File: src/mmdcc_pkg.sv
`default_nettype none

package mmdcc_pkg;

	// sizes
	localparam int NOTE_DEPTH_DEF  = 256;
	localparam int EVENT_DEPTH_DEF = 16;
	localparam int CHANNELS        = 16;
	localparam int CTL_ENTRIES     = 2048;
	localparam int CTL_AW          = $clog2(CTL_ENTRIES);
	localparam int CFG_DW          = 7;

	// register indexes
	localparam logic [1:0] REG_ENCODER_MODE    = 2'd0;
	localparam logic [1:0] REG_BEATS_PER_BAR   = 2'd1;
	localparam logic [1:0] REG_CLOCKS_PER_BEAT = 2'd2;

	// encoder modes
	localparam logic [1:0] MODE_ABSOLUTE   = 2'd0;
	localparam logic [1:0] MODE_REL_OFFSET = 2'd1;
	localparam logic [1:0] MODE_REL_INCDEC = 2'd2;

	// message types (status high nibble)
	localparam logic [3:0] TYPE_NOTE_OFF    = 4'h8;
	localparam logic [3:0] TYPE_NOTE_ON     = 4'h9;
	localparam logic [3:0] TYPE_CTL_CHANGE  = 4'hB;
	localparam logic [3:0] TYPE_PROG_CHANGE = 4'hC;
	localparam logic [3:0] TYPE_SYSTEM      = 4'hF;

	// system codes (status low nibble)
	localparam logic [3:0] SYS_CLOCK = 4'h8;
	localparam logic [3:0] SYS_START = 4'hA;

	// message lengths
	localparam logic [1:0] LEN_ONE   = 2'd1;
	localparam logic [1:0] LEN_TWO   = 2'd2;
	localparam logic [1:0] LEN_THREE = 2'd3;

	// relative encoder constants
	localparam logic [6:0] DEC_CODE   = 7'd97;
	localparam logic [6:0] REL_CENTER = 7'd64;

	// position limits
	localparam logic [5:0] MAX_BEATS = 6'd32;

	typedef enum logic [2:0] {
		FUNC_MESSAGE   = 3'd0,
		FUNC_READ_CTL  = 3'd1,
		FUNC_READ_PROG = 3'd2,
		FUNC_POP_NOTE  = 3'd3,
		FUNC_POP_EVENT = 3'd4
	} func_t;

	typedef struct packed {
		logic       note_on;
		logic [3:0] channel;
		logic [6:0] number;
		logic [6:0] velocity;
	} note_entry_t;

	typedef struct packed {
		logic [3:0] channel;
		logic [6:0] number;
		logic [7:0] value;
	} event_entry_t;

	typedef struct packed {
		logic        found;
		logic [7:0]  read_value;
		logic [3:0]  out_channel;
		logic [6:0]  out_number;
		logic [6:0]  out_velocity;
		logic        out_note_on;
		logic [15:0] bar_count;
		logic [4:0]  beat_count;
		logic [6:0]  pulse_count;
	} result_t;

	// controller to datapath
	typedef struct packed {
		logic accept;
		logic exec;
		logic clr;
	} cmd_t;

	// datapath to controller
	typedef struct packed {
		logic clr_last;
	} sts_t;

endpackage

`default_nettype wire

File: src/mmdcc_ctrl.sv
`default_nettype none

module mmdcc_ctrl (
	input  wire logic             clk,
	input  wire logic             arst_n,
	input  wire logic             in_valid,
	output logic                  in_ready,
	output logic                  out_valid,
	input  wire logic             out_ready,
	output mmdcc_pkg::cmd_t       cmd,
	input  wire mmdcc_pkg::sts_t  sts
);

	typedef enum logic [2:0] {
		ST_CLEAR = 3'b001,
		ST_IDLE  = 3'b010,
		ST_EXEC  = 3'b100
	} state_t;

	state_t state_q;
	state_t state_d;
	logic   out_valid_q;

	// commands to the datapath
	always_comb begin
		cmd.clr    = (state_q == ST_CLEAR);
		cmd.accept = (state_q == ST_IDLE) && in_valid;
		cmd.exec   = (state_q == ST_EXEC) && (!out_valid_q || out_ready);
	end

	// next state
	always_comb begin
		state_d = state_q;
		case (state_q)
			ST_CLEAR: begin
				if (sts.clr_last) begin
					state_d = ST_IDLE;
				end
			end
			ST_IDLE: begin
				if (in_valid) begin
					state_d = ST_EXEC;
				end
			end
			ST_EXEC: begin
				if (cmd.exec) begin
					state_d = ST_IDLE;
				end
			end
			default: begin
				state_d = ST_CLEAR;
			end
		endcase
	end

	always_ff @(posedge clk or negedge arst_n) begin
		if (!arst_n) begin
			state_q     <= ST_CLEAR;
			out_valid_q <= 1'b0;
		end else begin
			state_q <= state_d;
			if (cmd.exec) begin
				out_valid_q <= 1'b1;
			end else if (out_ready) begin
				out_valid_q <= 1'b0;
			end
		end
	end

	assign in_ready  = (state_q == ST_IDLE);
	assign out_valid = out_valid_q;

`ifndef NO_ASSERTIONS
	assert property (@(posedge clk) disable iff (!arst_n) cmd.exec |=> out_valid_q)
		else $error("result not presented after execute");
	assert property (@(posedge clk) disable iff (!arst_n)
		cmd.accept |=> (state_q == ST_EXEC) && !in_ready)
		else $error("accepted transaction not executed");
	assert property (@(posedge clk) disable iff (!arst_n)
		(state_q == ST_EXEC) && out_valid_q && !out_ready |-> !cmd.exec)
		else $error("pending result overwritten");
`endif

endmodule

`default_nettype wire

File: config.mk
export PLATFORM = sky130hd
export DESIGN_NAME = mmdcc_ctrl
export DESIGN_NICKNAME = d
export VERILOG_FILES = /design/src/mmdcc_pkg.sv /design/src/mmdcc_ctrl.sv
export SDC_FILE = /design/constraint.sdc
export NUM_CORES = 1
export LEC_CHECK = 0
export BUFFER_PORTS_ARGS = -buffer_cell sky130_fd_sc_hd__clkbuf_2
export CAP_MARGIN = 20
export CORE_AREA = 2 2 39 41
export DETAILED_ROUTE_END_ITERATION = 8
export DIE_AREA = 0 0 41 43
export GPL_ROUTABILITY_DRIVEN = 0
export SYNTH_ARGS = -nofsm -noshare
export SYNTH_HDL_FRONTEND = slang
export SYNTH_SLANG_ARGS = --single-unit
File: constraint.sdc
create_clock -name clk -period 1.08 [get_ports clk]
set_clock_uncertainty 0.05 [all_clocks]
set_input_delay 0.216 -clock clk [delete_from_list [all_inputs] [get_ports clk]]
set_output_delay 0.216 -clock clk [all_outputs]
set_load 0.05 [all_outputs]
==> results of run 1 <==
## layout make-up
cell class	instances	area [um2]
Fill cell	152	898
Timing Repair Buffer	21	195
Multi-Input combinational cell	17	136
Sequential cell	4	104
Clock buffer	4	26.3
Tap cell	16	20.0
Inverter	1	3.75
## timing repair
action / 4_1_cts / 5_1_grt
buffers inserted: 2 / 3
hold buffers: 1 / 0
resized for setup: 9 / 9
endpoints found under the setup margin: 8 / 9
gates cloned: 0 / 0
endpoints found under the hold margin: 4 / 0
pin swaps: 2 / 2
## worst max-delay path, cell delays in order (launching register included)
cell,delay [ns]
dfstp_2,0.56
nand2b_4,0.15
nor2_4,0.04
and2_4,0.14
buf_8,0.14
## metrics by stage
stage | TNS (ns) | cell area, um2
6_report | -1.89 | 485
5_1_grt | -2.30 | 485
4_1_cts | -1.92 | 448
3_5_place_dp | -0.996 | 359
3_3_place_gp | -0.957 | 359
2_1_floorplan | -0.715 | 241
## sequential cells by signal, indices dropped and copies added, names as in the netlist
register,cells
state_q,3
out_valid,1
## layer usage
metal  up-vias  GRT usage
li1        125          -
met1       109     0.0777
met2         7      0.119
met3         0     0.0157
met4         0     0.0400
met5         -          0
## kinds of logic after synthesis
kind of cell | count (synthesis) | synth area share
and+or+nand+nor | 13 | 0.372
DFF | 4 | 0.494
AOI/OAI and AO/OA | 4 | 0.116
buffers and inverters | 1 | 0.0183
## power groups by stage
stage / logic [W] / registers, W / clock network (W)
floorplan: 0.000374 / 0.000301 / 0
global placement: 0.000600 / 0.000292 / 0
detailed placement: 0.000607 / 0.000292 / 0
CTS: 0.000737 / 0.000286 / 0.000208
global route: 0.000937 / 0.000299 / 0.000222
finish: 0.000882 / 0.000289 / 0.000199
## cells in the final DEF, fill, tap and decap left out, drive strengths merged
| cell | n |
|---|---|
| a21oi | 1 |
| and2 | 1 |
| and2b | 1 |
| buf | 15 |
| clkbuf | 9 |
| dfrtp | 3 |
| dfstp | 1 |
| dlygate4sd3 | 1 |
| inv | 1 |
| nand2 | 1 |
| nand2b | 2 |
| nand3 | 2 |
| nand3b | 2 |
| nor2 | 3 |
| nor3b | 1 |
| o21ai | 2 |
| o2bb2ai | 1 |
## worst max-delay path by stage
stage | start | endpoint | slack (ns) | depth (start not counted)
floorplan | state_q[0]$_DFFE_PN1P_ | cmd[2] | -0.30 | 3
global placement | state_q[0]$_DFFE_PN1P_ | cmd[2] | -0.27 | 4
detailed placement | state_q[0]$_DFFE_PN1P_ | cmd[2] | -0.28 | 4
CTS | state_q[0]$_DFFE_PN1P_ | cmd[2] | -0.46 | 4
global route | state_q[0]$_DFFE_PN1P_ | cmd[2] | -0.48 | 4
finish | state_q[0]$_DFFE_PN1P_ | cmd[2] | -0.44 | 4
==> out/metrics.cfg, run 1 <==
[power_and_ir_drop]
ir_drop_mv=0.772
p_int_w=0.000855
combPwrFrac=0.644
swShare=0.376
leakage_nw=0.230
power_density_nw_per_um2=2820
p_seq_frac=0.211
p_clk_frac=0.145
p_switching_w=0.000515
totalPowerFinal_w=0.00137

[yosys]
ys.warnings.count=0
synthTopCellsByArea=dfrtp_1 (37%), dfstp_2 (13%), nand3b_1 (7.3%), nand2b_1 (6.1%), nand3_1 (4.9%)
post-synth-top-count-cell=dfrtp_1
synth_area_per_cell_um2=9.33
ys_seq_area_frac=0.494
netlist.area_leader.share=0.366
synthFlopType=dfrtp_1
synth_area_um2=205
synth-seq-cells=4
syn-num-nets=27
syn-instance-count=22
yosysTopAreaCell=dfrtp_1
ys_types=15
async_flop_share=1.00
synth_edf_count=0

[finish]
fin_nets=53
finalCoreUtilization=0.351
n_antenna_cell=0
area_delta_synth_final_pct=137
stdcell_count=63
layout-drive-gt1-share=0.681

[timing]
finalCritPeriodShare=1.41
relSlewSlack=0.812
setup_viol=6
fmax_mhz=657
fin_crit_ns=1.52
setup_slack_ns=-0.442
holdWs_ns=0.234
worst_slew_pin_slew_ns=0.282
hold_viol_final=0
slew_viol_final=0
rsz0062_at_grt=yes

[floorplan]
die_height_um=43
dieArea_um2=1760
rows=14
io_pins=10
die_w_um=41
start_util=0.148
core_area_um2=1380

[clock_network]
clk_pin_slew_ns=0.03
htreeDepth=1
cts_buffers=3
clock-sinks=4
clk_latency_ns=0.23
tritoncts=built
clockBufferDepth=2
cts-root-buf=clkbuf_4

[worst_setup_path]
rr_endpoint=state_q[1]$_DFFE_PN0P_
crit_arrival_ns=1.26
crit_path_end_kind=output pin
path_max_fanout=4
r2r-start=state_q[0]$_DFFE_PN1P_
r2r_cells=6
regToRegSetupSlack_ns=-0.19
critPathKind=flip-flop to output pin
critPathRequiredTime_ns=0.81
start_kind=flip-flop

[global_route]
grt_pass1_wl_um=821
grt_max_degree=6
grt_pass1_vias=205
grt_usage=0.0714
grt_antenna_before_repair=0
grt_overflow=0

[drt]
drt-initial-drc-count=1
top_layer=met3
num_vias=241
drc=0
wl_met3_um=26
ant_nets=0
via_per_inst=3.83
wl_um=541
wl_per_cell_um=8.59
drtPass1Iterations=2
wl_met2_um=295
wl_met1_um=219

[hold_path]
hold_path.startpoint=in_valid
holdPathStages=3
hp-class=primary input to flip-flop
whs_endpoint=state_q[2]$_DFFE_PN0P_

[flow_run]
maxCapViolations=0

[status]
status=finished with violations
violations=negative setup slack

[place]
dpl_worst_slack_ns=-0.278
hpwl_um=403
dp.cells=54
io_buffer_count=9

No activity file was read; power rests on OpenSTA's default activity.
==> run 2, diff against run 1 <==
Settings changed: BUFFER_PORTS_ARGS -buffer_cell sky130_fd_sc_hd__clkbuf_2 to -buffer_cell sky130_fd_sc_hd__buf_4, REMOVE_ABC_BUFFERS from default to 1.
==> run 2 against run 1 <==
- non-clock buffer count shrank 2
- worst setup slack improved by 0.037 ns
- the run still ends with negative setup slack left
- cell count is 3.2% lower
- clock power grew 3%
- fmax grew 2.5%
- critical path depth unchanged
- critical path type unchanged
- wire length decreased by 0.92%
- global-route usage rose by 0.60 points
- via count fell by 3.3%
- sequential power about the same
- largest power group unchanged
- cell area decreased by 8.2%
==> out/metrics.cfg, run 2 (synthesis gave the netlist of run 1 again) <==
[place]
io_buffer_count=9
hpwl_um=427
placed_area_um2=353

[drt]
via_per_inst=3.82
wl_um=536
num_vias=233
drtPass1Iterations=3
wl_per_cell_um=8.79
wl_met2_um=278
wl_met3_um=39
ant_nets=0
drt-initial-drc-count=3
wl_met1_um=218
drc=0
top_layer=met3

[global_route]
grt_pass1_wl_um=855
grt_antenna_before_repair=0
grt_pass1_vias=221
grt_overflow=0
grt_usage=0.0775
grt_max_degree=6

[floorplan]
io_pins=10
core_area_um2=1380
die_w_um=41
dieArea_um2=1760
start_util=0.148
die_height_um=43
rows=14

[finish]
regMostFlops=state_q
layout_common_cells=buf_4 (12), buf_6 (5), clkbuf_4 (3)
fill_cells=151
fin_nets=51
n_antenna_cell=0
final_common_cell=buf_4
area_delta_synth_final_pct=117
layout-drive-gt1-share=0.644
postLayoutCellArea_um2=445
largest_reg_flops=3

[worst_setup_path]
path_max_fanout=3
start_kind=flip-flop
critPathRequiredTime_ns=0.81
critPathKind=flip-flop to output pin
crit_path_end_kind=output pin
crit_arrival_ns=1.22

[timing]
hold_viol_final=0
holdWs_ns=0.228
setup_viol=7
finalCritPeriodShare=1.38
rsz0062_at_grt=yes
worst_slew_pin_slew_ns=0.164
fmax_mhz=673
relSlewSlack=0.890
fin_crit_ns=1.49
slew_viol_final=0
setup_slack_ns=-0.405

[status]
status=finished with violations
violations=negative setup slack

[power_and_ir_drop]
leakage_nw=0.217
ir_drop_mv=0.836
totalPowerFinal_w=0.00117
power_density_nw_per_um2=2630

[hold_path]
hp-class=primary input to flip-flop

[clock_network]
clk_pin_slew_ns=0.03
clock-sinks=4
tritoncts=built
cts_buffers=3
cts-root-buf=clkbuf_4
clk_latency_ns=0.24
htreeDepth=1
clockBufferDepth=2

[flow_run]
maxCapViolations=0

[run 2: worst paths after layout]
| path | startpoint | endpoint | slack [ns] | cells past startpoint |
|---|---|---|---|---|
| hold / removal | in_valid | state_q[2]$_DFFE_PN0P_ | 0.23 | 3 |
| min in group asynchronous | arst_n | out_valid$_DFFE_PN0P_ | 0.27 | 2 |
| setup / recovery | state_q[0]$_DFFE_PN1P_ | cmd[2] | -0.41 | 4 |
| setup reg to reg | state_q[0]$_DFFE_PN1P_ | state_q[1]$_DFFE_PN0P_ | -0.09 | 5 |
| hold reg to reg | state_q[0]$_DFFE_PN1P_ | state_q[2]$_DFFE_PN0P_ | 0.59 | 2 |
| max in group asynchronous | arst_n | state_q[0]$_DFFE_PN1P_ | 0.51 | 2 |
[run 2: cell type report]
class,instances,area [um2],share of cell area
timing repair buffer,19,171,0.385
multi-input combinational,17,120,0.270
tap,16,20.0,0.0449
clock buffer,4,26.3,0.0590
inverter,1,3.75,0.00843
sequential,4,104,0.233
[run 2: per-layer routing]
| layer | vias to the layer above | track usage |
|---|---|---|
| met3 | 0 | 0.0628 |
| met5 | - | 0 |
| li1 | 121 | - |
| met1 | 104 | 0.0939 |
| met2 | 8 | 0.103 |
| met4 | 0 | 0.0200 |
[run 2: power breakdown]
group          internal [W]  total [W]  switching [W]
Clock              0.000139   0.000204      0.0000652
Combinational      0.000347   0.000682       0.000335
Sequential         0.000216   0.000288      0.0000718
Total              0.000702    0.00117       0.000472
[run 2: worst max-delay path, cell delays in order, from the launching register on]
cell	delay (ns)
dfstp_2	0.55
nand2b_4	0.14
nor2_4	0.03
and2_4	0.13
buf_6	0.14
[run 2: timing repair]
item | 4_1_cts | 5_1_grt
hold endpoints to repair | 4 | 0
setup endpoints to repair | 6 | 8
hold buffers | 1 | 0
pin swaps | 1 | 1
gates resized for setup | 6 | 8
buffers inserted | 0 | 1
[run 2: metrics by stage]
stage / std cells / util / setup TNS (ns) / setup WS [ns]
2_1_floorplan: 22 / - / -2.47 / -0.878
3_3_place_gp: 55 / 0.255 / -0.809 / -0.219
3_5_place_dp: 55 / 0.255 / -0.853 / -0.224
4_1_cts: 60 / 0.297 / -1.71 / -0.423
5_1_grt: 61 / 0.322 / -2.10 / -0.458
6_report: 61 / 0.322 / -1.70 / -0.405
==> run 3, diff against run 2 <==
Settings changed: ABC_AREA from default to 1.
==> run 3 against run 2 <==
- the run still ends with negative setup slack left
- count of clock-buffer cells in the layout is the same
- first-iteration DRC count decreased by 67%
- register-to-register slack worse by 0.15 ns
- combinational power grew 26%
- worst setup slack better by 0.11 ns
- power rose by 14%
- cell area rose by 7.0%
- sequential power shrank 8.3%
- worst hold slack worse by 0.11 ns
- wire length up 1.5%
- cell count is 13% higher
- synthesized cell count increased by 32%
- largest power group unchanged
==> out/metrics.cfg, run 3 <==
[status]
status=finished with violations
violations=negative setup slack

[power_and_ir_drop]
power_density_nw_per_um2=2800
leakage_nw=0.250
ir_drop_mv=1.13
totalPowerFinal_w=0.00134
combPwrFrac=0.645
p_switching_w=0.000577
swShare=0.432
p_clk_frac=0.158
p_seq_frac=0.197
p_int_w=0.000759

[timing]
worst_slew_pin_slew_ns=0.201
hold_viol_final=0
setup_viol=7
fmax_mhz=725
setup_slack_ns=-0.299
slew_viol_final=0
fin_crit_ns=1.38
relSlewSlack=0.865
finalCritPeriodShare=1.28
fin_setup_tns_ns=-1.68
rsz0062_at_grt=yes

[floorplan]
dieArea_um2=1760
io_pins=10
die_w_um=41
start_util=0.157
die_height_um=43
core_area_um2=1380
rows=14

[drt]
num_vias=264
drtPass1Iterations=2
wl_per_cell_um=7.88
drc=0
ant_nets=0
via_per_inst=3.83
drt-initial-drc-count=1
wl_um=544

[yosys]
syn-instance-count=29
synth_common_cells=inv_1 (6), nor2_1 (6), dfrtp_1 (3)
synth_area_per_cell_um2=7.51
synth-seq-cells=4
synth_top_family_by_area=simple AND/OR/NAND/NOR gates
synthFlopType=dfrtp_1
synth_fa_ha_area_frac=0
synth_compound_area_frac=0.0690
yosysTopAreaCell=dfrtp_1
synthMuxAreaShare=0
synthTopCellsByArea=dfrtp_1 (34%), dfstp_2 (12%), inv_1 (10%), nor2_1 (10%), nand2_2 (5.7%)
netlist.area_leader.share=0.345
synth_xor_area_frac=0
ys_types=13
ys_seq_area_frac=0.466
synth_area_um2=218
synth_edf_count=0
async_flop_share=1.00
yosys.area_share.simple=0.328
ys.warnings.count=0

[clock_network]
clk_latency_ns=0.24
cts_buffers=3
clockBufferDepth=2
tritoncts=built
cts-root-buf=clkbuf_4
clk_pin_slew_ns=0.04
htreeDepth=1
clock-sinks=4

[worst_setup_path]
crit_path_end_kind=output pin
path_max_fanout=4
startpoint=state_q[0]$_DFFE_PN1P_
critPathRequiredTime_ns=0.81
r2r-start=state_q[0]$_DFFE_PN1P_
critPathKind=flip-flop to output pin
crit_arrival_ns=1.11
start_kind=flip-flop

[global_route]
grt_overflow=0
grt_max_degree=5
grt_antenna_before_repair=0
grt_pass1_vias=259
grt_usage=0.0906
grt_pass1_wl_um=945

[hold_path]
hp-class=primary input to flip-flop
hold_path.startpoint=out_ready

[finish]
layout_common_cells=buf_4 (14), inv_2 (4), inv_1 (4)
fill_cells=155
area_delta_synth_final_pct=119
layout-drive-gt1-share=0.679
final_common_cell=buf_4
n_antenna_cell=0
largest_reg_flops=3
fin_nets=59
regMostFlops=state_q

[place]
hpwl_um=385
io_buffer_count=9

[flow_run]
maxCapViolations=0

-- run 3: cell count changes after synthesis, sizes merged --
| cell | previous run | this run |
|---|---|---|
| nand2 | 1 | 3 |
| nor2 | 3 | 7 |
| nand2b | 2 | 0 |
| nand3b | 2 | 0 |
| nand3 | 2 | 3 |
| o2bb2ai | 1 | 0 |
| o21ai | 2 | 3 |
| and2b | 1 | 0 |
| a21oi | 1 | 0 |
| nand4 | 0 | 1 |
| nor3b | 1 | 0 |
| and2 | 1 | 0 |
| inv | 1 | 8 |
-- run 3: metrics by stage --
| step | worst slack, ns | cell area, um2 | std cells | hold WS, ns | utilization |
|---|---|---|---|---|---|
| after detailed placement | -0.102 | 343 | 59 | -0.0359 | 0.248 |
| final | -0.299 | 477 | 69 | 0.115 | 0.344 |
| after CTS | -0.308 | 445 | 67 | 0.118 | 0.322 |
| after floorplan | -0.568 | 218 | 29 | -0.130 | - |
| after global routing | -0.356 | 477 | 69 | 0.128 | 0.344 |
| after global placement | -0.0942 | 343 | 59 | -0.0375 | 0.248 |
-- run 3: final cells by class --
type | instances | area, um2 | share of cell area
timing repair buffer | 20 | 179 | 0.375
multi-input combinational | 17 | 120 | 0.252
sequential | 4 | 101 | 0.213
inverter | 8 | 30.0 | 0.0630
clock buffer | 4 | 26.3 | 0.0551
tap | 16 | 20.0 | 0.0420
-- run 3: what timing repair did --
action	in CTS	in global routing
pin swaps	5	3
endpoints found under the hold margin	4	0
resized for setup	14	4
setup buffers	4	3
hold buffers	1	0
setup endpoints to repair	6	8
-- run 3: path summary, 6_finish.rpt --
check                           cells past startpoint                     end  slack [ns]
max in group asynchronous                           2  state_q[0]$_DFFE_PN1P_        0.53
worst max register to register                      8  state_q[1]$_DFFE_PN0P_       -0.24
worst min-delay path                                2   out_valid$_DFFE_PN0P_        0.11
worst min register to register                      2   out_valid$_DFFE_PN0P_        0.51
min in group asynchronous                           2   out_valid$_DFFE_PN0P_        0.25
worst max-delay path                                4                in_ready       -0.30
-- run 3: power by group through the flow --
stage | clock network, W | registers [W] | logic [W]
after floorplan | 0 | 0.000278 | 0.000355
after global placement | 0 | 0.000259 | 0.000583
after detailed placement | 0 | 0.000262 | 0.000586
after CTS | 0.000215 | 0.000272 | 0.000775
after global routing | 0.000239 | 0.000268 | 0.000938
final | 0.000211 | 0.000264 | 0.000862
-- run 3: metal layers --
metal  routed length [um]  track usage  part of all wire  vias to the layer above
met1                  198       0.0877              0.36                      116
met2                  268        0.113              0.49                        9
met4                   34        0.120             0.063                        0
met3                   43       0.0471             0.079                        4
li1                     -            -                 -                      135
met5                    0            0                 0                        -
-- run 3: logic make-up (layout without fill, tap and decap cells) --
logic type	after synthesis	in the layout
AO/OA/AOI/OAI	3	3
buffers and inverters	8	32
flip-flops	4	4
AND/OR/NAND/NOR	14	14
-- run 3: worst max-delay path, stage by stage, from the launching register on --
cell and delay [ns]:
dfstp_2 0.56, inv_2 0.05, nand3_4 0.07, inv_2 0.05, buf_8 0.14
